**src/rtl/core/afbs_pkg.sv**
```systemverilog
// Shared constants, data types and helper functions of the attractive field speed block.
package afbs_pkg;

  localparam int FRAC_BITS        = 16;
  localparam int GUARD            = 8;
  localparam int TABLE_LEN        = 24;
  localparam int CORDIC_STEPS_DEF = 16;

  localparam int DX_W   = 21;
  localparam int SQ_W   = 42;
  localparam int ROOT_W = 21;
  localparam int QUO_W  = 22;
  localparam int REM_W  = 44;
  localparam int XY_W   = 31;
  localparam int Z_W    = 25;

  localparam logic [29:0] KINV_Q30 = 30'd652032874;

  typedef enum logic [2:0] {
    REG_SWITCH_RADIUS  = 3'd0,
    REG_ATTRACT_GAIN   = 3'd1,
    REG_REACHED_RADIUS = 3'd2,
    REG_FORWARD_WEIGHT = 3'd3,
    REG_LATERAL_WEIGHT = 3'd4
  } reg_idx_t;

  typedef struct packed {
    logic [SQ_W-1:0] rem;
    logic [SQ_W-1:0] root;
  } sqrt_data_t;

  typedef struct packed {
    logic [REM_W-1:0]  rem;
    logic [QUO_W-1:0]  quo;
    logic [ROOT_W-1:0] den;
  } div_data_t;

  typedef struct packed {
    logic signed [XY_W-1:0] x;
    logic signed [XY_W-1:0] y;
    logic signed [Z_W-1:0]  z;
  } rot_data_t;

  // Arctangent of 2^-i in 1/65536 degree.
  function automatic logic signed [Z_W-1:0] atan_val(input int i);
    logic signed [Z_W-1:0] a;
    case (i)
      0:  a = 25'sd2949120;
      1:  a = 25'sd1740967;
      2:  a = 25'sd919879;
      3:  a = 25'sd466945;
      4:  a = 25'sd234379;
      5:  a = 25'sd117304;
      6:  a = 25'sd58666;
      7:  a = 25'sd29335;
      8:  a = 25'sd14668;
      9:  a = 25'sd7334;
      10: a = 25'sd3667;
      11: a = 25'sd1833;
      12: a = 25'sd917;
      13: a = 25'sd458;
      14: a = 25'sd229;
      15: a = 25'sd115;
      16: a = 25'sd57;
      17: a = 25'sd29;
      18: a = 25'sd14;
      19: a = 25'sd7;
      20: a = 25'sd4;
      21: a = 25'sd2;
      22: a = 25'sd1;
      default: a = '0;
    endcase
    return a;
  endfunction

  // Right shift rounding to nearest, ties away from zero.
  function automatic logic signed [63:0] shr_round(input logic signed [63:0] v,
                                                   input int s);
    logic [63:0] mag;
    logic [63:0] m;
    mag = v[63] ? 64'(-v) : 64'(v);
    m = (mag + (64'd1 << (s - 1))) >> s;
    return v[63] ? -$signed(m) : $signed(m);
  endfunction

  function automatic logic signed [63:0] sat64(input logic signed [63:0] v,
                                               input logic signed [63:0] lo,
                                               input logic signed [63:0] hi);
    logic signed [63:0] r;
    if (v < lo) begin
      r = lo;
    end else if (v > hi) begin
      r = hi;
    end else begin
      r = v;
    end
    return r;
  endfunction

endpackage

```
**src/rtl/core/afbs_sqrt_cell.sv**
```systemverilog
// One cell of the square root chain: settles one bit of the root.
module afbs_sqrt_cell #(
  parameter int K = 0
) (
  input  logic                  clk,
  input  logic                  adv,
  input  afbs_pkg::sqrt_data_t  d_in,
  output afbs_pkg::sqrt_data_t  d_out
);
  import afbs_pkg::*;

  localparam logic [SQ_W-1:0] BIT = {{(SQ_W-1){1'b0}}, 1'b1} << (2 * K);

  logic [SQ_W-1:0] trial;
  sqrt_data_t      d_next;

  always_comb begin
    trial = d_in.root + BIT;
    if (d_in.rem >= trial) begin
      d_next.rem  = d_in.rem - trial;
      d_next.root = (d_in.root >> 1) + BIT;
    end else begin
      d_next.rem  = d_in.rem;
      d_next.root = d_in.root >> 1;
    end
  end

  always_ff @(posedge clk) begin
    if (adv) begin
      d_out <= d_next;
    end
  end

endmodule

```
**config.mk**
```make
export PLATFORM = sky130hd
export DESIGN_NAME = afbs_sqrt_cell
export DESIGN_NICKNAME = d
export VERILOG_FILES = /design/src/rtl/core/afbs_pkg.sv /design/src/rtl/core/afbs_sqrt_cell.sv
export SDC_FILE = /design/constraint.sdc
export NUM_CORES = 1
export LEC_CHECK = 0
export ABC_AREA = 1
export BUFFER_PORTS_ARGS = -buffer_cell sky130_fd_sc_hd__buf_2
export CAP_MARGIN = 10
export CORE_MARGIN = 10
export CORE_UTILIZATION = 39
export CTS_BUF_LIST = sky130_fd_sc_hd__clkbuf_2 sky130_fd_sc_hd__clkbuf_4 sky130_fd_sc_hd__clkbuf_8
export DETAILED_ROUTE_END_ITERATION = 6
export PLACE_DENSITY_LB_ADDON = 0.12
export SETUP_SLACK_MARGIN = 0.02
export SLEW_MARGIN = 10
export SYNTH_ARGS = -nofsm -noshare
export SYNTH_HDL_FRONTEND = slang
export SYNTH_SLANG_ARGS = --single-unit
export TNS_END_PERCENT = 5
```
**constraint.sdc**
```tcl
create_clock -name clk -period 7.6 [get_ports clk]
set_input_delay 0.38 -clock clk [delete_from_list [all_inputs] [get_ports clk]]
set_output_delay 0.38 -clock clk [all_outputs]
set_load 0.01 [all_outputs]
```
After elaboration in Yosys (flattened, before gate mapping)
Index checks and enable logic that the tools add are counted.

Add/subtract/negate cells: 3. Muxes and demuxes: 1. Magnitude comparators: 1.

Operators by type and width (count): $mux 84 (1); $add 41x1->42 const B (1); $add 42x1->42 const B (1); $ge 42x42->1 (1); $sub 42x42->42 (1).

Register bits: 84. Bits of input ports: 86. Output and inout port bits: 84. Word-level logic and storage cells: 8.

Logic depth before layout (Yosys ltp)
Word-level depth: 3. Depth in mapped cells: 24. Gate-level depth less buffers: 23.

Worst setup path before layout
Ideal clock, no wire load.

Kind: in2reg. Start: in d_in[0] (netlist name). End: reg d_out[0] (netlist name) (data pin). Setup time: 256 ps. Slack: 4288 ps. Required time: 7344 ps. Arrival: 3056 ps. Stages on the path: 23. Path buffers: 2. Cell sequence: ha_1 > nand2_1 > nor2_4 > nand3_2 > nor2_2 > inv_2 > nor4_1 > nand2_1 > xor2_1 > ha_1 > nand2_1 > inv_1 > nand2_1 > nand2_1 > nand2_1 > nand2_1 > nand2_1 > nand3_1 > nor2_1 > nand2_4 > buf_12 > buf_6 > xor2_2.

RTL lines: start: declaration (RTL line afbs_sqrt_cell.sv:7) `input afbs_pkg::sqrt_data_t d_in,`; end signal: assignment (RTL line afbs_sqrt_cell.sv:30) `d_out <= d_next;`; end: declaration (RTL line afbs_sqrt_cell.sv:8) `output afbs_pkg::sqrt_data_t d_out`.

==> results.cfg <==
[status]
status = complete, no violations

[synthesis]
synth_most_common_cell = sky130_fd_sc_hd__nand2_1
flip_flop_cell_with_the_highest_count_after_synthesis = sky130_fd_sc_hd__edfxtp_1
post_synth_num_cell_types = 33
postSynthRegisterBits = 84
synth_cells = 1357
synth_edf_count = 84
postSynthAreaPerCell_sq_um = 6.39
synth-warning-count = 0
post_syn_nets = 1488
ys_top_cells_by_area = sky130_fd_sc_hd__edfxtp_1 (29%), sky130_fd_sc_hd__nand2_1 (24%), sky130_fd_sc_hd__xor2_1 (9.5%), sky130_fd_sc_hd__inv_1 (8.9%), sky130_fd_sc_hd__ha_1 (6.4%)
synth_area_sq_um = 8670
synth_seq_area_share_pct = 29.1
synth_top_cell_area_share_pct = 29.1
synth-async-reset-ratio_pct = 0
yosysTopAreaCell = sky130_fd_sc_hd__edfxtp_1
synthTopCellsByCount = sky130_fd_sc_hd__nand2_1 (552), sky130_fd_sc_hd__inv_1 (205), sky130_fd_sc_hd__nor2_1 (136), sky130_fd_sc_hd__xor2_1 (94), sky130_fd_sc_hd__edfxtp_1 (84)

[cts]
clock_tree.root_cell = sky130_fd_sc_hd__clkbuf_8
worst_setup_hold_path_clk_slew_ns = 0.12
post_cts.repair.setup_buffers = 0
cts-resized-gates = 0
cts_num_sinks = 84
cts_inserted_buffers = 9
maximum_buffer_depth_of_the_clock_tree = 2
cts_max_level = 3
cts-hold-fix-buffers = 0
cts_tree = built

[finish]
total_number_of_nets_in_the_final_design = 1653
final_layout_size_suffix_gt1_share_pct = 14.0
reg_top3 = d_out: 84 flops
diodes = 0
number_of_flip_flops_under_the_largest_register_name = 84
registers.top_by_ff_count = d_out
post-route-util_pct = 45.4
area.growth.synth_to_final_pct = 14.3

[worst_setup_path]
path_max_fanout = 44
critical_path.endpoint_type = register
timing.critical_path.depth = 20
max_stage_delay_ns = 0.66
critPathSlowestCell = sky130_fd_sc_hd__inv_2
startpoint_type = input pin
cp_top_family = simple AND/OR/NAND/NOR gates
cp_data_required_time_ns = 7.85
critical_path_buf_inv_count = 3
worst-endpoint-arrival_ns = 4.85
crit_type = in2reg
worst_path_most_repeated_cell = sky130_fd_sc_hd__nand2_1
crit_chain = buf_2 > ha_1 > nand3_1 > nor2_1 > inv_1 > nor2_1 > nand4_1 > xor2_1 > ha_1 > nand2_1 > nand2_1 > nand2_1 > nand2_1 > a21oi_1 > nand3_1 > nor2_1 > nand2_4 > inv_2 > nand2_1 > nand2_1

[sta]
final_hold_viols = 0
worst_tran_pin_value_ns = 0.808
slew_violations = 0
final.min_clock_period_ns = 4.61
finalSetupTns_ns = 0
final.period_utilization_pct = 60.6
maxSlewHeadroom_pct = 46.1
timing.hold.ws_ns = 0.258
timing.fmax_ghz = 0.217
timing.final.setup_violations = 0
grt_setup_unrepaired = no

[global_route]
grt_usage_pct = 22.2
globalRoute.totalOverflow = 0
grt_max_degree = 56
initial_antenna_violation_count = 0
grt_first_pass_wirelength_um = 48900
grt_pass1_vias = 8645

[placement]
weighted_congestion_at_the_end_of_routability_driven_global_placement = 1.01
place.detailed.hpwl_um = 27900
buffer_ports.inserted = 169

[floorplan]
dieWidth_um = 169
num_rows = 54
total_i_o_pin_count = 170
die-area_sq_um = 28600
core-area_sq_um = 21800
initial_core_utilization_pct = 39.7
floorplan.die.height_um = 169

[route]
route.detailed.wl_per_inst_um = 18.1
detail_route.iter0.violations = 509
via_per_inst = 4.90
dr.pass1.iters = 5
post-route-drc-count = 0
drtAntennaViolNets = 0
route.vias.total = 8850
postRouteWirelength_um = 32700

[worst_hold_path]
holdPathStages = 3
hold_path.class = in2reg

[pwr]
post-layout-total-power_w = 0.00152
static-leakage-power_nw = 5.10
peakVddDrop_v = 0.0000689
powerDensity_nw_per_um2 = 154

[flow_run]
max-cap-violations = 0
==> stage by stage <==
step	area [sq um]	std cells	setup WS (ns)
floorplan	8670	1357	4.29
global placement	9730	1791	2.77
detailed placement	9730	1791	2.72
CTS	9910	1807	3.12
global route	9910	1807	2.68
finish	9910	1807	2.99
==> final cells by class <==
| cell class | instances | area [sq um] |
|---|---|---|
| fillers | 2471 | 11900 |
| multi-input cells | 1046 | 5200 |
| flip-flops and latches | 84 | 2520 |
| repair buffers | 172 | 871 |
| inverters | 209 | 785 |
| well taps | 280 | 350 |
| clock buffers | 9 | 124 |
| clock inverters | 7 | 56.3 |
==> layer usage <==
layer,global-route usage [%],up-vias,wire length [um]
met1,28.5,4009,14700
met4,6.72,0,887
met3,3.52,44,1730
met2,37.4,247,15400
li1,-,4550,-
met5,0,-,0
==> layout by cell type, fill, tap and decap left out <==
| master | synthesis | routed |
|---|---|---|
| sky130_fd_sc_hd__a21o_1 | 2 | 2 |
| sky130_fd_sc_hd__a21oi_1 | 29 | 29 |
| sky130_fd_sc_hd__and2_1 | 2 | 2 |
| sky130_fd_sc_hd__buf_2 | 5 | 168 |
| sky130_fd_sc_hd__buf_4 | 1 | 4 |
| sky130_fd_sc_hd__clkbuf_8 | 0 | 9 |
| sky130_fd_sc_hd__clkinv_1 | 1 | 2 |
| sky130_fd_sc_hd__clkinv_4 | 0 | 2 |
| sky130_fd_sc_hd__edfxtp_1 | 84 | 84 |
| sky130_fd_sc_hd__fa_1 | 1 | 1 |
| sky130_fd_sc_hd__ha_1 | 44 | 44 |
| sky130_fd_sc_hd__inv_1 | 205 | 205 |
| sky130_fd_sc_hd__inv_2 | 3 | 3 |
| sky130_fd_sc_hd__inv_6 | 0 | 4 |
| sky130_fd_sc_hd__nand2_1 | 552 | 552 |
| sky130_fd_sc_hd__nand2_2 | 3 | 3 |
| sky130_fd_sc_hd__nand2_4 | 1 | 1 |
| sky130_fd_sc_hd__nand3_1 | 64 | 64 |
| sky130_fd_sc_hd__nand3_2 | 4 | 4 |
| sky130_fd_sc_hd__nand3b_1 | 7 | 7 |
| sky130_fd_sc_hd__nand4_1 | 8 | 8 |
| sky130_fd_sc_hd__nor2_1 | 136 | 136 |
| sky130_fd_sc_hd__nor2_2 | 12 | 12 |
| sky130_fd_sc_hd__nor2_4 | 1 | 1 |
| sky130_fd_sc_hd__nor3_1 | 27 | 27 |
| sky130_fd_sc_hd__nor4_1 | 3 | 3 |
| sky130_fd_sc_hd__o21ai_0 | 27 | 27 |
| sky130_fd_sc_hd__o21ai_1 | 18 | 18 |
| sky130_fd_sc_hd__o21bai_1 | 5 | 5 |
| sky130_fd_sc_hd__or2_2 | 2 | 2 |
| sky130_fd_sc_hd__xnor2_1 | 3 | 3 |
| sky130_fd_sc_hd__xor2_1 | 94 | 94 |
| sky130_fd_sc_hd__xor2_2 | 1 | 1 |
==> logic make-up (layout without fill, tap and decap cells) <==
group,Yosys count,after routing,share of synthesized area [%]
compound gates,81,81,4.88
xor+xnor,98,98,9.99
fa+ha+maj,45,45,6.58
buf+inv,227,397,10.9
flops,84,84,29.1
simple gates,822,822,38.5
==> where the power goes <==
part	switching (W)	leakage (nW)	internal, W
logic	0.000390	4.19	0.000194
clock network	0.000209	0.0926	0.000124
registers	0.0000150	0.819	0.000590
total	0.000614	5.10	0.000908
==> final timing paths <==
check	from	end	slack, ns
max	d_in[1]	d_out[66]$_DFFE_PP_	2.99
min	d_in[49]	d_out[49]$_DFFE_PP_	0.26
No activity file was read; power rests on OpenSTA's default activity.
