<file path="config.mk">
export PLATFORM = sky130hd
export DESIGN_NAME = afbs_div_cell
export DESIGN_NICKNAME = d
export VERILOG_FILES = /design/src/rtl/core/afbs_pkg.sv /design/src/rtl/core/afbs_div_cell.sv
export SDC_FILE = /design/constraint.sdc
export NUM_CORES = 1
export LEC_CHECK = 0
export ABC_AREA = 1
export BUFFER_PORTS_ARGS = -buffer_cell sky130_fd_sc_hd__buf_4
export CORE_UTILIZATION = 48
export DETAILED_ROUTE_END_ITERATION = 10
export GPL_ROUTABILITY_DRIVEN = 0
export PLACE_DENSITY = 0.73
export SLEW_MARGIN = 20
export SYNTH_ARGS = -nofsm -noshare
export SYNTH_HDL_FRONTEND = slang
export SYNTH_SLANG_ARGS = --single-unit
export TNS_END_PERCENT = 1
</file>
<file path="constraint.sdc">
create_clock -name clk -period 6.8 [get_ports clk]
set_clock_uncertainty 0.05 [all_clocks]
set_input_delay 1.36 -clock clk [delete_from_list [all_inputs] [get_ports clk]]
set_output_delay 1.36 -clock clk [all_outputs]
set_load 0.01 [all_outputs]
</file>
<file path="src/rtl/core/afbs_pkg.sv">
// Shared constants, data types and helper functions of the attractive field speed block.
package afbs_pkg;

  localparam int FRAC_BITS        = 16;
  localparam int GUARD            = 8;
  localparam int TABLE_LEN        = 24;
  localparam int CORDIC_STEPS_DEF = 16;

  localparam int DX_W   = 21;
  localparam int SQ_W   = 42;
  localparam int ROOT_W = 21;
  localparam int QUO_W  = 22;
  localparam int REM_W  = 44;
  localparam int XY_W   = 31;
  localparam int Z_W    = 25;

  localparam logic [29:0] KINV_Q30 = 30'd652032874;

  typedef enum logic [2:0] {
    REG_SWITCH_RADIUS  = 3'd0,
    REG_ATTRACT_GAIN   = 3'd1,
    REG_REACHED_RADIUS = 3'd2,
    REG_FORWARD_WEIGHT = 3'd3,
    REG_LATERAL_WEIGHT = 3'd4
  } reg_idx_t;

  typedef struct packed {
    logic [SQ_W-1:0] rem;
    logic [SQ_W-1:0] root;
  } sqrt_data_t;

  typedef struct packed {
    logic [REM_W-1:0]  rem;
    logic [QUO_W-1:0]  quo;
    logic [ROOT_W-1:0] den;
  } div_data_t;

  typedef struct packed {
    logic signed [XY_W-1:0] x;
    logic signed [XY_W-1:0] y;
    logic signed [Z_W-1:0]  z;
  } rot_data_t;

  // Arctangent of 2^-i in 1/65536 degree.
  function automatic logic signed [Z_W-1:0] atan_val(input int i);
    logic signed [Z_W-1:0] a;
    case (i)
      0:  a = 25'sd2949120;
      1:  a = 25'sd1740967;
      2:  a = 25'sd919879;
      3:  a = 25'sd466945;
      4:  a = 25'sd234379;
      5:  a = 25'sd117304;
      6:  a = 25'sd58666;
      7:  a = 25'sd29335;
      8:  a = 25'sd14668;
      9:  a = 25'sd7334;
      10: a = 25'sd3667;
      11: a = 25'sd1833;
      12: a = 25'sd917;
      13: a = 25'sd458;
      14: a = 25'sd229;
      15: a = 25'sd115;
      16: a = 25'sd57;
      17: a = 25'sd29;
      18: a = 25'sd14;
      19: a = 25'sd7;
      20: a = 25'sd4;
      21: a = 25'sd2;
      22: a = 25'sd1;
      default: a = '0;
    endcase
    return a;
  endfunction

  // Right shift rounding to nearest, ties away from zero.
  function automatic logic signed [63:0] shr_round(input logic signed [63:0] v,
                                                   input int s);
    logic [63:0] mag;
    logic [63:0] m;
    mag = v[63] ? 64'(-v) : 64'(v);
    m = (mag + (64'd1 << (s - 1))) >> s;
    return v[63] ? -$signed(m) : $signed(m);
  endfunction

  function automatic logic signed [63:0] sat64(input logic signed [63:0] v,
                                               input logic signed [63:0] lo,
                                               input logic signed [63:0] hi);
    logic signed [63:0] r;
    if (v < lo) begin
      r = lo;
    end else if (v > hi) begin
      r = hi;
    end else begin
      r = v;
    end
    return r;
  endfunction

endpackage

</file>
<file path="src/rtl/core/afbs_div_cell.sv">
// One cell of the restoring divider chain: settles one quotient bit.
module afbs_div_cell #(
  parameter int K = 0
) (
  input  logic                 clk,
  input  logic                 adv,
  input  afbs_pkg::div_data_t  d_in,
  output afbs_pkg::div_data_t  d_out
);
  import afbs_pkg::*;

  logic [REM_W-1:0] sh;
  div_data_t        d_next;

  always_comb begin
    sh     = {{(REM_W-ROOT_W){1'b0}}, d_in.den} << K;
    d_next = d_in;
    if (d_in.rem >= sh) begin
      d_next.rem    = d_in.rem - sh;
      d_next.quo[K] = 1'b1;
    end
  end

  always_ff @(posedge clk) begin
    if (adv) begin
      d_out <= d_next;
    end
  end

endmodule

</file>
* Word level (Yosys, flattened, before mapping)
Cells that the tools add are included.
** Word-level totals
- Flip-flop bits (word level) :: 87
- Bits of input ports :: 89
- Logic and storage cells :: 7
- Output and inout bits :: 87
** Cells by class
- $lt $le $gt $ge :: 1
- Mux-type cells :: 1
- Add/subtract/negate cells :: 1
** Operator list (count)
- 44-bit by 21-bit >= comparator with 1-bit output :: 1
- 44-bit 2-to-1 mux :: 1
- 44-bit by 21-bit subtractor with 44-bit output :: 1

* Longest topological paths before layout
Gate-level depths: netlist (run 1).
- Depth after elaboration :: 2
- Gate-level depth with buffers :: 16
- Depth with buffers taken out :: 16

* Least setup slack after synthesis (run 1)
Ideal clock, no wire load.
- Path type :: input port to flip-flop
- From :: input port d_in[43] (netlist name)
- To :: register d_out[54] (netlist name), data pin
- Arrival :: 2936 ps
- Path slack :: 3557 ps
- Required time :: 6493 ps
- Buffers on the path :: 1
- Library setup time :: 257 ps
- Stages :: 13
- Path through :: inv_1 -> ha_1 -> fa_1 -> nand3b_1 -> nand2_2 -> nand3_1 -> nand3_1 -> nand2_1 -> nand3_4 -> inv_4 -> buf_6 -> nand2_1 -> o21ai_2
** RTL lines
- from (decl) :: line afbs_div_cell.sv:7 : input afbs_pkg::div_data_t d_in,
- to (signal assigned) :: line afbs_div_cell.sv:26 : d_out <= d_next;
- to (decl) :: line afbs_div_cell.sv:8 : output afbs_pkg::div_data_t d_out

==> out/metrics.cfg, run 1 <==
[yosys]
yosysTopAreaCell=edfxtp_1
synth-seq-cells=87
ys.flop_type=edfxtp_1
synthTopCellsByArea=edfxtp_1 46%, nand2_1 17%, inv_1 8.7%
syn-num-nets=815
syn_area_per_cell_um2=7.99
synth_enable_flop_cells=87
ys_seq_area_frac=0.464
synth_cell_types=31
yosys_warnings=0
postSynthCellCount=704
netlist_area_um2=5630
post-synth-top-area-fraction=0.464
ys_async_sr_fraction=0

[layout]
seq_area_um2=2610
top_register=d_out
area_delta_synth_final_pct=31.1
top_regs=d_out: 87 flops
fin_nets=995
final_cells=1032
drive_gt1_frac=0.268
fillerInstances=1006
multiInputGateArea_um2=2440
diodes=0
largest_reg_flops=87

[route]
dr.pass1.iters=6
drt_iter0_drc=314
ant_nets=0
wire_per_inst_um=13.9
wl_um=14400
vias=5146
drc=0
drt-vias-per-instance=4.99

[min_path]
min_path_type=in -> reg
hold_end=d_out[26]
hold_depth=1
worstHoldStart=d_in[26]

[place]
io_buffer_count=175
dp_slack_ns=2.97
dp_hpwl_um=11100
dp.cells=1016

[clock_network]
cts_tree=yes
numCtsBuffers=9
post-cts-setup-buffers=0
cts_max_level=3
clockBufferDepth=2
hold_buffers=0
cts.clk_slew.worst_paths_ns=0.07
ctsResizeCount=0
cts_num_sinks=87
clockRootBuffer=clkbuf_16

[global_route]
grt_max_degree=88
grt_pass1_wl_um=22300
busiest_layer=met2
grt_pass1_vias=4838
grt.met3_usage=0.0511
groute.layer.met1.usage=0.318
grt_usage=0.243
grtUsageMet2=0.389
grt.overflow.total=0
antenna_found_initial=0

[run_status]
outcome=finished clean

[timing]
period_share=0.514
rsz0062_at_grt=false
setup-tns-final_ns=0
fin_ws_ns=3.30
tightest_slew_ns=1.09
finalHoldViolCount=0
drv_slew=0
finalSetupViolCount=0
fin_hold_ws_ns=1.13
timing.final.crit_period_ns=3.50
relSlewSlack=0.272
fmax_ghz=0.286

[worst_setup_path]
path_max_fanout=52
cp_cell_sequence=buf_4, ha_1, fa_1, nand3b_1, nand2_2, nand3_1, nand3_1, nand2_1, nand3_4, inv_4, nand2_1, o21ai_2
max_stage_delay_ns=0.43
crit_arrival_ns=3.54
worstSetupPathType=in -> reg
critical_path.slowest_cell=fa_1
start_kind=input pin
critPathLaunch=d_in[0]
critPathRequiredTime_ns=6.84
cp-end-kind=register

[floorplanning]
rows=39
ioPinCount=176
start_util=0.493
die_w_um=110
core_area_um2=11400
die_area_um2=12200
die_h_um=110

[job]
drv_cap=0

[power]
powerDensity_nw_per_um2=214
leakagePower_nw=3.60
irDropWorstVdd_uv=153
p_total_mw=1.58

-- power breakdown --
part | total (mW) | internal, mW | switching, mW
Combinational | 0.371 | 0.169 | 0.202
Clock | 0.535 | 0.322 | 0.213
Sequential | 0.671 | 0.656 | 0.0148
-- cell usage in the layout, fill, tap and decap left out, types with 2 or more instances in the layout --
cell / n
inv_1: 130
a21oi_2: 15
bufinv_16: 2
nor2_1: 52
and3_1: 3
clkbuf_16: 9
nand2_2: 4
buf_4: 175
clkinv_1: 2
nand2_1: 250
inv_2: 4
o21ai_2: 16
a21oi_1: 12
and2_1: 2
nor2_2: 4
nor2_4: 2
o21ai_0: 3
inv_6: 2
nand3b_1: 5
xor2_1: 6
nand3_1: 38
nand4_1: 13
xnor2_1: 13
edfxtp_1: 87
o21ai_1: 2
ha_1: 21
nor3_1: 9
-- per-layer routing --
layer,wire length (um),up-vias
met3,1320,27
met1,6180,2288
met4,357,0
met5,0,-
li1,-,2587
met2,6510,244
-- stage by stage --
stage / area [um2] / utilization
after floorplan: 5630 / -
after global placement: 7050 / 0.618
after detailed placement: 7050 / 0.618
after CTS: 7370 / 0.646
after global routing: 7370 / 0.646
final: 7370 / 0.646
-- Yosys cell counts (all sizes together), types with 2 or more instances --
cell type,count
xnor2,13
nor2,58
and3,3
buf,6
nand2,254
a21oi,27
and2,2
nand4,13
nor3,9
ha,21
edfxtp,87
xor2,6
o21ai,21
nand3,39
inv,135
nand3b,5
-- worst max-delay path: cells and delay by family --
family          cells  cell delay [ns]
buf+inv             2             0.39
compound gates      1             0.06
fa+ha+maj           2             0.66
simple gates        7             1.04
-- cells by family (layout without fill, tap and decap cells) --
logic type      after synthesis  after routing  share of synthesized area
buf+inv                     142            327                      0.103
compound gates               49             49                     0.0647
fa+ha+maj                    22             22                     0.0503
xor+xnor                     19             19                     0.0296
simple gates                385            385                      0.288
flops                        87             87                      0.464
-- worst max-delay path by stage --
stage                      to  cells after the start
finish              d_out[50]                     12
CTS                 d_out[57]                     12
global placement    d_out[43]                     12
detailed placement  d_out[57]                     12
global route        d_out[51]                     12
floorplan           d_out[54]                     13
-- final cells by class --
cell class | count | area share
clock buffer | 9 | 0.0305
timing repair buffer | 175 | 0.178
multi-input combinational | 475 | 0.330
sequential | 87 | 0.354
tap | 143 | 0.0243
inverter | 136 | 0.0696
clock inverter | 7 | 0.0127
No activity file was read; power rests on OpenSTA's default activity.
==> run 2, diff against run 1 <==
- ABC_AREA: 1 -> 0
- PLACE_DENSITY: 0.73 -> 0.75
- clock period: 6.8 -> 3.7 ns (I/O delays scaled with it)
==> run 2 against run 1 <==
Net effect:
- wire length fell by 21%
- non-clock buffer count rose by 9
- final area fell by 12%
- via count fell by 23%
- critical endpoint is now d_out[65]
- largest cell class unchanged
==> out/metrics.cfg, run 2 <==
[yosys]
synth_compound_area_frac=0.124
synthMuxAreaShare=0.00235
ys_seq_area_frac=0.546
synth-xor-area-share=0.0714
synthTopCellsByCount=87 x edfxtp_1, 32 x nand2_1, 27 x xor2_1, 26 x nor2_1, 25 x inv_1
synth_top_family_by_area=simple AND/OR/NAND/NOR gates
synth-seq-cells=87
yosys_warnings=0
synthAdderAreaFrac=0.0591
synth_enable_flop_cells=87
synthTopCellsByArea=edfxtp_1 55%, ha_1 5.5%, xor2_1 4.9%
syn-num-nets=537
netlist_area_um2=4790
syn_area_per_cell_um2=11.2
post-synth-top-area-fraction=0.546
synth.most_common_cell=edfxtp_1
ys.flop_type=edfxtp_1
synth_cell_types=50
postSynthCellCount=426
yosys.area_share.simple=0.159
yosysTopAreaCell=edfxtp_1
ys_async_sr_fraction=0

[timing]
tightest_slew_ns=1.07
rsz0062_at_grt=false
finalHoldViolCount=0
drv_slew=0
period_share=0.855
fin_hold_ws_ns=0.492
setup-tns-final_ns=0
fmax_ghz=0.316
relSlewSlack=0.287
finalSetupViolCount=0
timing.final.crit_period_ns=3.16

[worst_setup_path]
crit_cells=10
critical_path.slowest_cell=nor4b_1
worstSetupPathType=in -> reg
path_delay_family=simple AND/OR/NAND/NOR gates
crit_end=d_out[65]
cp-end-kind=register
worst-path-buf-inv=3
critPathLaunch=d_in[20]
max_stage_delay_ns=0.49
path_max_fanout=35
critPathRequiredTime_ns=3.75
crit_path_frequent_cell=nor4b_1
start_kind=input pin
cp_cell_sequence=buf_4, inv_1, ha_1, nor4b_1, nand4b_1, o2bb2ai_1, nor2_4, buf_12, nor4b_1, xor2_1
crit_arrival_ns=3.21

[global_route]
grt.overflow.total=0
grt_max_degree=88
grt_pass1_wl_um=17300
antenna_found_initial=0
grt_usage=0.219
grt_pass1_vias=3629

[floorplanning]
rows=36
ioPinCount=176
start_util=0.492
die_w_um=102
die_h_um=102
core_area_um2=9730
die_area_um2=10400

[route]
ant_nets=0
drt_iter0_drc=210
vias=3967
dr.pass1.iters=4
wire_per_inst_um=15.3
wl_um=11400
drt-vias-per-instance=5.32
drc=0

[clock_network]
cts_tree=yes
clockRootBuffer=clkbuf_8
clockBufferDepth=2
hold_buffers=0
cts.clk_slew.worst_paths_ns=0.10
post-cts-setup-buffers=0
cts_max_level=3
ctsResizeCount=0
cts_num_sinks=87
numCtsBuffers=9

[place]
dp.cells=729
dp_hpwl_um=8670
io_buffer_count=175

[layout]
final_cells=745
fin_nets=718
top_register=d_out
diodes=0
final_cell_mix=183 x buf_4, 87 x edfxtp_1, 32 x nand2_1
top_regs=d_out: 87 flops
drive_gt1_frac=0.342
area_delta_synth_final_pct=35.5
largest_reg_flops=87
final_common_cell=buf_4

[power]
leakagePower_nw=2.70
powerDensity_nw_per_um2=397
irDropWorstVdd_uv=229

[run_status]
outcome=finished clean

[min_path]
min_path_type=in -> reg

[job]
drv_cap=0

[run 2: stage by stage]
| stage | power (mW) | cell area (um2) | util | worst slack (ns) |
|---|---|---|---|---|
| global placement | 1.85 | 6260 | 0.643 | 0.313 |
| detailed placement | 1.86 | 6260 | 0.643 | 0.214 |
| finish | 2.58 | 6480 | 0.667 | 0.538 |
| floorplan | 1.54 | 4790 | - | 0.389 |
| CTS | 2.59 | 6480 | 0.667 | 0.592 |
| global route | 2.69 | 6480 | 0.667 | 0.327 |
[run 2: how the worst min path moves through the flow]
stage	start	endpoint	slack, ns	depth (start not counted)
6_report	d_in[34]	d_out[34]	0.49	1
3_3_place_gp	d_in[23]	d_out[23]	0.87	1
2_1_floorplan	d_in[0]	d_out[0]	0.79	0
4_1_cts	d_in[34]	d_out[34]	0.48	1
3_5_place_dp	d_in[28]	d_out[28]	0.87	1
5_1_grt	d_in[35]	d_out[35]	0.47	1
[run 2: cell families after synthesis]
kind of cell | count (synthesis)
multiplexers | 1
flip-flops | 87
AO/OA/AOI/OAI | 96
adder cells (fa/ha/maj) | 22
buffers and inverters | 39
XOR/XNOR | 39
AND/OR/NAND/NOR | 142
[run 2: power by group]
part / switching [mW] / total [mW] / internal, mW
Sequential: 0.0282 / 1.23 / 1.20
Clock: 0.354 / 0.741 / 0.387
Combinational: 0.303 / 0.602 / 0.298
Total: 0.686 / 2.58 / 1.89
[run 2: per-layer routing]
layer	share of wire	routed length [um]	GRT usage	vias to the layer above
li1	-	-	-	1956
met1	0.43	4890	0.286	1851
met2	0.49	5590	0.357	145
met3	0.066	749	0.0492	15
met4	0.016	186	0.0879	0
met5	0	0	0	-
[run 2: area by class of cell]
class | count | area [um2]
Clock inverter | 7 | 103
Clock buffer | 9 | 124
Inverter | 25 | 93.8
Timing Repair Buffer | 184 | 1390
Fill cell | 789 | 3240
Sequential cell | 87 | 2610
Multi-Input combinational cell | 300 | 1990
Tap cell | 133 | 166
