--- src/rtl/core/afbs_pkg.sv ---
// Shared constants, data types and helper functions of the attractive field speed block.
package afbs_pkg;

  localparam int FRAC_BITS        = 16;
  localparam int GUARD            = 8;
  localparam int TABLE_LEN        = 24;
  localparam int CORDIC_STEPS_DEF = 16;

  localparam int DX_W   = 21;
  localparam int SQ_W   = 42;
  localparam int ROOT_W = 21;
  localparam int QUO_W  = 22;
  localparam int REM_W  = 44;
  localparam int XY_W   = 31;
  localparam int Z_W    = 25;

  localparam logic [29:0] KINV_Q30 = 30'd652032874;

  typedef enum logic [2:0] {
    REG_SWITCH_RADIUS  = 3'd0,
    REG_ATTRACT_GAIN   = 3'd1,
    REG_REACHED_RADIUS = 3'd2,
    REG_FORWARD_WEIGHT = 3'd3,
    REG_LATERAL_WEIGHT = 3'd4
  } reg_idx_t;

  typedef struct packed {
    logic [SQ_W-1:0] rem;
    logic [SQ_W-1:0] root;
  } sqrt_data_t;

  typedef struct packed {
    logic [REM_W-1:0]  rem;
    logic [QUO_W-1:0]  quo;
    logic [ROOT_W-1:0] den;
  } div_data_t;

  typedef struct packed {
    logic signed [XY_W-1:0] x;
    logic signed [XY_W-1:0] y;
    logic signed [Z_W-1:0]  z;
  } rot_data_t;

  // Arctangent of 2^-i in 1/65536 degree.
  function automatic logic signed [Z_W-1:0] atan_val(input int i);
    logic signed [Z_W-1:0] a;
    case (i)
      0:  a = 25'sd2949120;
      1:  a = 25'sd1740967;
      2:  a = 25'sd919879;
      3:  a = 25'sd466945;
      4:  a = 25'sd234379;
      5:  a = 25'sd117304;
      6:  a = 25'sd58666;
      7:  a = 25'sd29335;
      8:  a = 25'sd14668;
      9:  a = 25'sd7334;
      10: a = 25'sd3667;
      11: a = 25'sd1833;
      12: a = 25'sd917;
      13: a = 25'sd458;
      14: a = 25'sd229;
      15: a = 25'sd115;
      16: a = 25'sd57;
      17: a = 25'sd29;
      18: a = 25'sd14;
      19: a = 25'sd7;
      20: a = 25'sd4;
      21: a = 25'sd2;
      22: a = 25'sd1;
      default: a = '0;
    endcase
    return a;
  endfunction

  // Right shift rounding to nearest, ties away from zero.
  function automatic logic signed [63:0] shr_round(input logic signed [63:0] v,
                                                   input int s);
    logic [63:0] mag;
    logic [63:0] m;
    mag = v[63] ? 64'(-v) : 64'(v);
    m = (mag + (64'd1 << (s - 1))) >> s;
    return v[63] ? -$signed(m) : $signed(m);
  endfunction

  function automatic logic signed [63:0] sat64(input logic signed [63:0] v,
                                               input logic signed [63:0] lo,
                                               input logic signed [63:0] hi);
    logic signed [63:0] r;
    if (v < lo) begin
      r = lo;
    end else if (v > hi) begin
      r = hi;
    end else begin
      r = v;
    end
    return r;
  endfunction

endpackage

--- src/rtl/core/afbs_cordic_cell.sv ---
// One micro-rotation of the CORDIC chain.
module afbs_cordic_cell #(
  parameter int I = 0
) (
  input  logic                 clk,
  input  logic                 adv,
  input  afbs_pkg::rot_data_t  d_in,
  output afbs_pkg::rot_data_t  d_out
);
  import afbs_pkg::*;

  localparam logic signed [Z_W-1:0] ANG = atan_val(I);

  logic signed [XY_W-1:0] xs;
  logic signed [XY_W-1:0] ys;
  rot_data_t              d_next;

  always_comb begin
    xs = d_in.x >>> I;
    ys = d_in.y >>> I;
    if (!d_in.z[Z_W-1]) begin
      d_next.x = d_in.x - ys;
      d_next.y = d_in.y + xs;
      d_next.z = d_in.z - ANG;
    end else begin
      d_next.x = d_in.x + ys;
      d_next.y = d_in.y - xs;
      d_next.z = d_in.z + ANG;
    end
  end

  always_ff @(posedge clk) begin
    if (adv) begin
      d_out <= d_next;
    end
  end

endmodule

--- config.mk ---
export PLATFORM = sky130hd
export DESIGN_NAME = afbs_cordic_cell
export DESIGN_NICKNAME = d
export VERILOG_FILES = /design/src/rtl/core/afbs_pkg.sv /design/src/rtl/core/afbs_cordic_cell.sv
export SDC_FILE = /design/constraint.sdc
export NUM_CORES = 1
export LEC_CHECK = 0
export BUFFER_PORTS_ARGS = -buffer_cell sky130_fd_sc_hd__buf_2
export CAP_MARGIN = 40
export CORE_MARGIN = 4
export CORE_UTILIZATION = 47
export DETAILED_ROUTE_END_ITERATION = 6
export PLACE_DENSITY = 0.72
export SYNTH_ARGS = -nofsm -noshare
export SYNTH_HDL_FRONTEND = slang
export SYNTH_SLANG_ARGS = --single-unit
--- constraint.sdc ---
create_clock -name clk -period 2.71 [get_ports clk]
set_input_delay 0.271 -clock clk [delete_from_list [all_inputs] [get_ports clk]]
set_output_delay 0.271 -clock clk [all_outputs]
set_load 0.01 [all_outputs]
Word-level counts from Yosys, hierarchy flattened
Cells that the tools add are included.
{ "classes": {"mux": 1, "addsub": 5} }
{ "ops": {"columns": ["operator", "count"], "rows": [
  ["$mux W87", 1],
  ["$sub A31 B31 Y31", 2],
  ["$add A31 B31 Y31", 1],
  ["$add A25 B23 Y25 const B", 1],
  ["$sub A25 B23 Y25 const B", 1]
]} }
{ "word_totals": {"inputBits": 89, "out_inout_bits": 87, "reg_bits": 87} }

Logic depth before layout (Yosys ltp)
Gate-level depths: netlist (run 1).
{ "depth": {"word_depth": 2, "depth_mapped": 13, "mapped_depth_nobuf": 13} }

Worst setup path before layout (run 1)
Ideal clock, no wire load.
{ "synth_path": {"path_kind": "in2reg", "from": "input port d_in[25] in the netlist's numbering", "to": "register d_out[86] in the netlist's numbering (data pin)", "slack_ns": -0.013, "t_required_ns": 2.447, "cell_stages": 11, "arrival_ns": 2.460, "cell_sequence": "ha_1 fa_1 nor2b_2 o21ai_2 a311oi_2 o22ai_2 o41ai_4 a311oi_4 o41a_4 a2bb2oi_2 xnor2_1"} }
{ "synth_lines": {"columns": ["item", "line_no", "rtl"], "rows": [
  ["start, declared", "afbs_cordic_cell.sv:7", "input afbs_pkg::rot_data_t d_in,"],
  ["end signal, assigned", "afbs_cordic_cell.sv:34", "d_out <= d_next;"],
  ["end, declared", "afbs_cordic_cell.sv:8", "output afbs_pkg::rot_data_t d_out"]
]} }

==> impl_results.md, run 1 <==
* Core area at around 17000 um2
* Synth cell types at 85
* Initial antenna violation count at 0
* Hold crit path type: in2reg
* Number of global-route vias before repair at 7839
* Max IR drop VDD at 0.334 mV
* Critical Path RT at 2.80 ns
* Max Slew Vio Count at 0
* Nets at between 1000 and 1500
* Largest regs: d_out x86
* Post-synth EDFFs at 86
* Initial Utilization at between 40% and 50%
* CP startpoint kind: input port
* Detail Placement HPWL at about 20000 um
* Critical path buffers and inverters at 1
* Max clock buf depth at 2
* Critical path class: in2reg
* Gr ovfl total at 0
* Async set-reset flop share out of synthesis at 0%
* Minimum clock period at between 2 and 3 ns
* Root Driver: clkbuf_16
* Syn Area/Cell at 8.99 um2
* Pwr Total at ~5.5 mW
* Reg clk slew, reported paths at 0.07 ns
* Largest net degree at the start of global routing at 69
* Largest register by flop count: d_out
* CP Data Arrival Time at between 2 and 3 ns
* Crit path max fanout at 4
* CTS sink count at 86
* Delay-heaviest family, CP: compound AO/OA/AOI/OAI gates
* Max incr delay on CP at ~0.49 ns
* Total number of vias at 8168
* Failing checks: setup timing
* Mapped Area at between 8000 and 9000 um2
* CTS tree: built
* Yosys warns at 0
* Post-route ant nets at 0
* Worst Tran Pin Value at 0.478 ns
* Fin. Hold Viols at 0
* Fin cells at roughly 1500
* Cell area power density at ~490 nW/um2
* Height of the die at around 140 um
* First-pass GRT wire length at just over 40000 um
* Die Width at roughly 140 um
* Period utilisation layout at 101%
* Max Fclk at roughly 360 MHz
* Slack of the critical path at -0.0395 ns
* Static leakage at between 5 and 6 nW
* Critical Path Slowest Stage Cell: o41ai_4
* I/O pin count at 176
* Layout cell share with drive strength beyond 1 at between 30% and 40%
* Core Rows at 48
* Status: finished with violations
* Gr usage total at between 20% and 30%
* Commonest non-fill, non-tap cell in the layout: buf_4
* Slew HR at between 60 and 70%
* Syn_nets at ~1100
* Buffers on Ports at between 150 and 200
* Max-cap viol count at 0
* Vias per inst at around 5.5
* CP endpoint kind: flop
* Worst path cell trace: buf_6 > ha_4 > or2b_1 > o311ai_4 > a311oi_2 > o22ai_2 > o41ai_4 > a311oi_4 > o41a_4 > a2bb2oi_2 > xnor2_1
* Hold-fix buffers, CTS at 0
* Final Wtd Congestion at between 0.9 and 1
* Final core utilization at roughly 66%
* #FFs+latches synth at 86
* # fillers at 1437
* Sequential cell area fraction in the yosys report at a little under a third
* Number of DRC markers in iteration 0 at about 900
* Syn Inst Count at around 920
* Setup Viol. Count Final at 2
* Main flop type after synthesis: edfxtp_1
* Die Area at just under 20000 um2
* Unrepaired setup endpoints after global routing: yes
* Post-placement cell count at ~1500
* First drt pass iteration count at 6
* Average wire per standard cell at about 17 um
* Most frequent cells in the layout: buf_4 (200), buf_2 (169), a21oi_1 (98)
* Overall routed net length at 26100 um
* DRC violations left at 0
* Area Overhead vs Synth at 37.2%
* Num CTS Buffers at 9
* Htree depth at 3
* N_diodes at 0
* Largest register FFs at 86
==> synth_stat cells, types with 4 or more instances <==
master	n	share of area, %
a21oi_1	101	6.1
ha_1	97	15
edfxtp_1	86	31
inv_1	86	3.9
nor2_1	78	3.5
xnor2_1	53	5.6
o21ai_0	45	2.7
nand2_1	44	2.0
nor3_1	22	1.3
o21bai_1	21	1.9
a21o_1	20	1.8
clkbuf_1	18	0.82
nand3_1	17	1.0
nor2b_1	13	0.98
mux2i_1	12	1.5
xor2_1	12	1.3
or3_1	11	0.83
buf_2	9	0.55
o31ai_1	9	0.82
nor4_1	8	0.61
o211ai_1	8	0.73
a31o_2	7	0.74
nand3b_1	7	0.64
nand4_1	7	0.53
or2_2	7	0.53
buf_4	6	0.55
o21a_1	6	0.55
a31oi_1	5	0.38
buf_1	5	0.23
buf_6	5	0.68
nand2b_1	5	0.38
a211o_1	4	0.42
clkinv_1	4	0.18
fa_1	4	0.97
o21ai_1	4	0.24
o22ai_1	4	0.30
==> final timing paths <==
check,startpoint,depth (start not counted),to,slack [ns]
min,d_in[4],1,d_out[4],0.09
max,d_in[62],11,d_out[86],-0.04
==> metrics by stage <==
stage | setup TNS [ns] | setup WS, ns | cell area [um2] | hold WS (ns)
6_report | -0.0425 | -0.0395 | 11300 | 0.0947
3_3_place_gp | -6.33 | -0.408 | 10600 | 0.447
4_1_cts | 0 | 0.0103 | 11000 | 0.0846
3_5_place_dp | -7.18 | -0.415 | 10600 | 0.450
2_1_floorplan | 0 | 0.00853 | 8260 | 0.370
5_1_grt | -0.400 | -0.103 | 11300 | 0.0763
==> cell families (layout without fill, tap and decap cells) <==
| family | Yosys count | count (layout) | share of synthesized area (%) |
|---|---|---|---|
| flip-flops | 86 | 86 | 31.3 |
| AO/OA/AOI/OAI | 286 | 286 | 23.7 |
| AND/OR/NAND/NOR | 230 | 230 | 13.7 |
| buffers and inverters | 138 | 487 | 7.22 |
| multiplexers | 13 | 13 | 1.59 |
| adder cells (fa/ha/maj) | 101 | 101 | 15.7 |
| XOR/XNOR | 65 | 65 | 6.89 |
==> per-layer routing <==
layer | global-route usage, % | vias up | wire length, um
met2 | 41.2 | 406 | 12000
li1 | - | 3978 | -
met3 | 4.55 | 54 | 2140
met4 | 7.29 | 0 | 680
met1 | 35.3 | 3730 | 11300
met5 | 0 | - | 0
==> cell type report <==
class / count / area, um2 / share of cell area (%)
Clock buffer: 9 / 225 / 1.99
Clock inverter: 7 / 114 / 1.00
Inverter: 95 / 367 / 3.24
Multi-Input combinational cell: 695 / 5320 / 47.0
Sequential cell: 86 / 2580 / 22.8
Tap cell: 225 / 282 / 2.48
Timing Repair Buffer: 376 / 2440 / 21.5
==> timing repair <==
item                                    4_1_cts  5_1_grt
gates resized for setup                       1       63
buffers inserted                              0       10
endpoints found under the setup margin        1       23
pin swaps                                     0       29
==> power by group <==
part / total, mW / internal, mW / switching [mW]
clock network: 1.45 / 0.832 / 0.619
registers: 1.80 / 1.73 / 0.0627
logic: 2.26 / 1.04 / 1.22
total: 5.50 / 3.61 / 1.90
(Power assumes the default switching activity.)
==> inputs of run 2 (changes only) <==
--- a/config.mk
+++ b/config.mk
@@ -10,6 +10,7 @@
 export CORE_MARGIN = 4
 export CORE_UTILIZATION = 47
 export DETAILED_ROUTE_END_ITERATION = 6
+export MAX_ROUTING_LAYER = met4
 export PLACE_DENSITY = 0.72
 export SYNTH_ARGS = -nofsm -noshare
 export SYNTH_HDL_FRONTEND = slang
==> impl_results.md, run 2 (same netlist as run 1, synthesis figures left out) <==
* First-pass GRT wire length at between 40000 and 50000 um
* Number of global-route vias before repair at approximately 8000
* Crit path max fanout at 3
* Unrepaired setup endpoints after global routing: yes
* Register Area at about 2600 um2
* Hold crit path type: in2reg
* Critical path class: in2reg
* Number of DRC markers in iteration 0 at between 800 and 900
* DP Area at roughly 11000 um2
* Most frequent cells in the layout: buf_4 (196), buf_2 (171), a21oi_1 (99)
* Die Area at just under 20000 um2
* Delay-heaviest family, CP: compound AO/OA/AOI/OAI gates
* Average wire per standard cell at around 18 um
* Largest register FFs at 86
* Hold-fix buffers, CTS at 0
* Max clock buf depth at 2
* Vias per inst at 5.49
* Initial antenna violation count at 0
* First drt pass iteration count at 5
* Max IR drop VDD at 0.335 mV
* Critical Path Slowest Stage Cell: ha_1
* Setup Viol. Count Final at 0
* Max-cap viol count at 0
* Overall routed net length at ~26000 um
* Buffers on Ports at about 180
* Static leakage at 5.24 nW
* Area Overhead vs Synth at 36.7%
* Num CTS Buffers at 9
* Internal power at approximately 3.4 mW
* Max Fclk at about 370 MHz
* Pwr Total at 5.34 mW
* Die Width at ~140 um
* Layout cell share with drive strength beyond 1 at a little under two fifths
* Fin Hold WS at roughly 0.094 ns
* Initial Utilization at between 40% and 50%
* CP Data Arrival Time at about 2.8 ns
* Slew HR at between 50% and 60%
* Period utilisation layout at a little over nine tenths
* # fillers at between 1000 and 1500
* Sw frac at between 30 and 40%
* Largest regs: d_out x86
* Cell area power density at about 470 nW/um2
* Root Driver: clkbuf_16
* Critical path buffers and inverters at 4
* I/O pin count at 176
* Setup tns final at 0 ns
* Max incr delay on CP at ~0.35 ns
* Area occupied by multi-input gates at 5340 um2
* Crit path from: d_in[26]
* Comb power frac at 42.4%
* Commonest non-fill, non-tap cell in the layout: buf_4
* Slack of the critical path at about 0.036 ns
* Most used cell, CP: buf_4
* Htree depth at 3
* CTS sink count at 86
* N_diodes at 0
* Sequential power share at 33.6%
* Largest net degree at the start of global routing at 69
* Max Slew Vio Count at 0
* Detail Placement HPWL at about 21000 um
* Worst path cell trace: buf_2 > inv_1 > ha_1 > nor2b_2 > o211ai_2 > buf_4 > nand3_1 > a311oi_1 > o31ai_1 > buf_4 > a21oi_2 > a211o_1 > a31o_2 > xnor2_1
* Crit path to: d_out[44]
* Core Rows at 48
* Post-route cell area at 11300 um2
* Worst slack, placed at -0.383 ns
* Minimum clock period at 2.67 ns
* CTS tree: built
* CP endpoint kind: flop
* Gr ovfl total at 0
* Critical Path RT at ~2.8 ns
* Clk network pwr share at 24.0%
* Nets at approximately 1500
* Largest register by flop count: d_out
* DRC violations left at 0
* Final Wtd Congestion at approximately 0.96
* Hold Path Cell Cnt at 1
* Status: finished clean
* Core area at about 17000 um2
* Net switching power at roughly 1.9 mW
* Gr usage total at a little over a quarter
* Height of the die at between 100 and 150 um
* Total number of vias at approximately 8200
* CP startpoint kind: input port
* Post-route ant nets at 0
* Reg clk slew, reported paths at ~0.070 ns
* Fin. Hold Viols at 0
* Number of stages on the worst setup path at 14
* Worst Tran Pin Value at 0.624 ns
==> run 2: changes by cell type in the layout (fill, tap and decap cells not counted), moves of 2 or more <==
cell	previous run	this run
ha_2	5	3
ha_1	83	85
buf_2	169	171
inv_1	79	81
buf_4	200	196
inv_2	9	7
bufinv_16	2	0
==> run 2: layout make-up <==
class	instances	area share (%)
inverters	95	3.25
flip-flops and latches	86	22.9
well taps	225	2.49
repair buffers	375	21.5
clock inverters	7	0.643
clock buffers	9	1.99
multi-input cells	695	47.2
==> run 2: per-stage QoR <==
| step | cells | util [%] |
|---|---|---|
| floorplan | 919 | - |
| global placement | 1465 | 61.6 |
| detailed placement | 1465 | 61.6 |
| CTS | 1482 | 63.4 |
| global route | 1492 | 65.5 |
| finish | 1492 | 65.5 |
==> run 2: routing by layer <==
| layer | vias up | share of wire [%] | track usage, % |
|---|---|---|---|
| li1 | 3958 | - | - |
| met4 | 0 | 2.4 | 9.03 |
| met1 | 3825 | 43 | 34.5 |
| met5 | - | 0 | - |
| met2 | 355 | 47 | 41.8 |
| met3 | 52 | 7.4 | 3.02 |
==> run 2: what timing repair did <==
| item | 4_1_cts | 5_1_grt |
|---|---|---|
| endpoints found under the hold margin | 0 | 0 |
| setup buffers | 1 | 10 |
| endpoints found under the setup margin | 1 | 23 |
| gates resized for setup | 2 | 59 |
| pin swaps | 2 | 22 |
==> run 2: power groups by stage <==
stage | combinational (mW) | sequential [mW] | clock, mW
floorplan | 1.08 | 1.93 | 0
global placement | 2.09 | 1.82 | 0
detailed placement | 2.13 | 1.83 | 0
CTS | 2.14 | 1.80 | 1.29
global route | 2.45 | 1.81 | 1.36
finish | 2.26 | 1.79 | 1.28
==> run 2: how the worst min path moves through the flow <==
stage             start         to
2_1_floorplan   d_in[0]   d_out[0]
3_3_place_gp   d_in[10]  d_out[10]
3_5_place_dp    d_in[9]   d_out[9]
4_1_cts         d_in[9]   d_out[9]
5_1_grt        d_in[12]  d_out[12]
6_report        d_in[8]   d_out[8]
==> inputs of run 3 (changes only) <==
--- a/config.mk
+++ b/config.mk
@@ -10,8 +10,10 @@
 export CORE_MARGIN = 4
 export CORE_UTILIZATION = 47
 export DETAILED_ROUTE_END_ITERATION = 6
+export HOLD_SLACK_MARGIN = 0.08
 export MAX_ROUTING_LAYER = met4
 export PLACE_DENSITY = 0.72
+export SETUP_SLACK_MARGIN = 0.5
 export SYNTH_ARGS = -nofsm -noshare
 export SYNTH_HDL_FRONTEND = slang
 export SYNTH_SLANG_ARGS = --single-unit
==> impl_results.md, run 3 (same netlist as run 1, synthesis figures left out) <==
* Status: finished clean
* Post-route ant nets at 0
* Height of the die at around 140 um
* Period utilisation layout at between 90% and 100%
* Slew HR at between 40% and 50%
* Met3 Routed Length at a little under 2000 um
* Largest net degree at the start of global routing at between 80 and 90
* Total number of vias at around 8600
* Hold crit path type: in2reg
* Initial Utilization at 47.9%
* Max Slew Vio Count at 0
* Number of global-route vias before repair at 8197
* N_diodes at 0
* Die Width at approximately 140 um
* Core area at between 15000 and 20000 um2
* Unrepaired setup endpoints after global routing: yes
* Root Driver: clkbuf_16
* Minimum clock period at 2.55 ns
* Overall routed net length at about 29000 um
* Critical path class: in2reg
* Setup Viol. Count Final at 0
* Max-cap viol count at 0
* Most frequent cells in the layout: buf_4 (187), buf_2 (164), edfxtp_1 (86)
* Gr ovfl total at 0
* Fin. Hold Viols at 0
* Worst Tran Pin Value at 0.753 ns
* Nets at approximately 1500
* Fin Hold WS at approximately 0.088 ns
* Number of DRC markers in iteration 0 at 762
* Max IR drop VDD at ~0.35 mV
* Largest register by flop count: d_out
* Uppermost layer routed: met4
* DP Area at roughly 11000 um2
* CP endpoint kind: flop
* Largest register FFs at 86
* Initial antenna violation count at 0
* Max clock buf depth at 2
* Cell area power density at about 480 nW/um2
* Vias per inst at 5.68
* DRC violations left at 0
* CTS sink count at 86
* Max Fclk at ~390 MHz
* First drt pass iteration count at 6
* Buffers on Ports at about 180
* CP Data Arrival Time at about 2.7 ns
* Critical Path RT at between 2 and 3 ns
* Layout cell share with drive strength beyond 1 at a little under half
* Post-route met1 wirelength at 12200 um
* Hold Path Cell Cnt at 1
* Post-route cell area at ~12000 um2
* First-pass GRT wire length at 43200 um
* Crit path max fanout at 3
* Largest regs: d_out x86
* Core Rows at 48
* Gr usage total at 27.8%
* Area Overhead vs Synth at 50.1%
* Htree depth at 3
* Detail Placement HPWL at slightly above 20000 um
* Die Area at ~20000 um2
* CTS tree: built
* I/O pin count at ~180
* Final Wtd Congestion at around 0.97
* Average wire per standard cell at 19.0 um
* CP startpoint kind: input port
* Num CTS Buffers at 9
* Commonest non-fill, non-tap cell in the layout: buf_4
* Static leakage at roughly 5.5 nW
* Reg clk slew, reported paths at around 0.080 ns
* Routed wire length on met2 at 13700 um
## run 3: cell count changes in the layout (fill, tap and decap cells not counted), moves of 6 or more
cell and change:
ha_1 -15, ha_4 +13, a21oi_2 +21, nor2_1 -8, nor2_2 +7, o21ai_0 -14, o21ai_2 +12, inv_1 -9
buf_6 +23, nand3_1 -6, a21oi_1 -24, buf_2 -7, buf_4 -9
## run 3: metal layers
layer  up-vias  track usage (%)
li1       4003                -
met3        73             3.15
met2       427             44.4
met5         -                -
met4         0             8.67
met1      4069             37.4
## run 3: worst max-delay path: stages
cell and delay (ns):
buf_8 0.10, buf_6 0.11, ha_4 0.15, inv_2 0.05, fa_2 0.21, a21oi_2 0.07
o211ai_1 0.35, o41ai_2 0.09, buf_4 0.16, nor4_4 0.12, o22a_1 0.25, a21oi_2 0.10
or2_4 0.24, a22o_1 0.24, xnor2_1 0.13
## run 3: layout make-up
class,count,area (um2)
sequential,86,2580
clock inverter,7,111
tap,225,282
fill,1278,4840
timing repair buffer,391,2710
clock buffer,9,225
multi-input combinational,695,6090
inverter,95,392
## run 3: power breakdown
| group | switching [mW] | internal (mW) | leakage, nW | total (mW) |
|---|---|---|---|---|
| Combinational | 1.41 | 1.23 | 4.51 | 2.64 |
| Sequential | 0.0582 | 1.73 | 0.842 | 1.79 |
| Clock | 0.626 | 0.836 | 0.166 | 1.46 |
## run 3: worst paths after layout
path	end	slack, ns	startpoint
setup / recovery	d_out[76]	0.16	d_in[25]
hold / removal	d_out[10]	0.09	d_in[10]
## run 3: what timing repair did
action,CTS,global route
resized for setup,129,84
hold buffers,2,1
buffers inserted,34,17
hold endpoints to repair,2,1
endpoints found under the setup margin,40,40
pin swaps,62,64
## run 3: through the flow
stage	util [%]	power [mW]	setup TNS [ns]	std cells	setup WS, ns
final	71.9	5.89	0	1508	0.163
after global routing	71.9	6.15	0	1508	0.112
after detailed placement	62.2	3.99	-5.23	1438	-0.385
after global placement	62.2	3.96	-3.14	1438	-0.428
after floorplan	-	3.07	0	919	0.0770
after CTS	68.9	5.67	0	1490	0.198
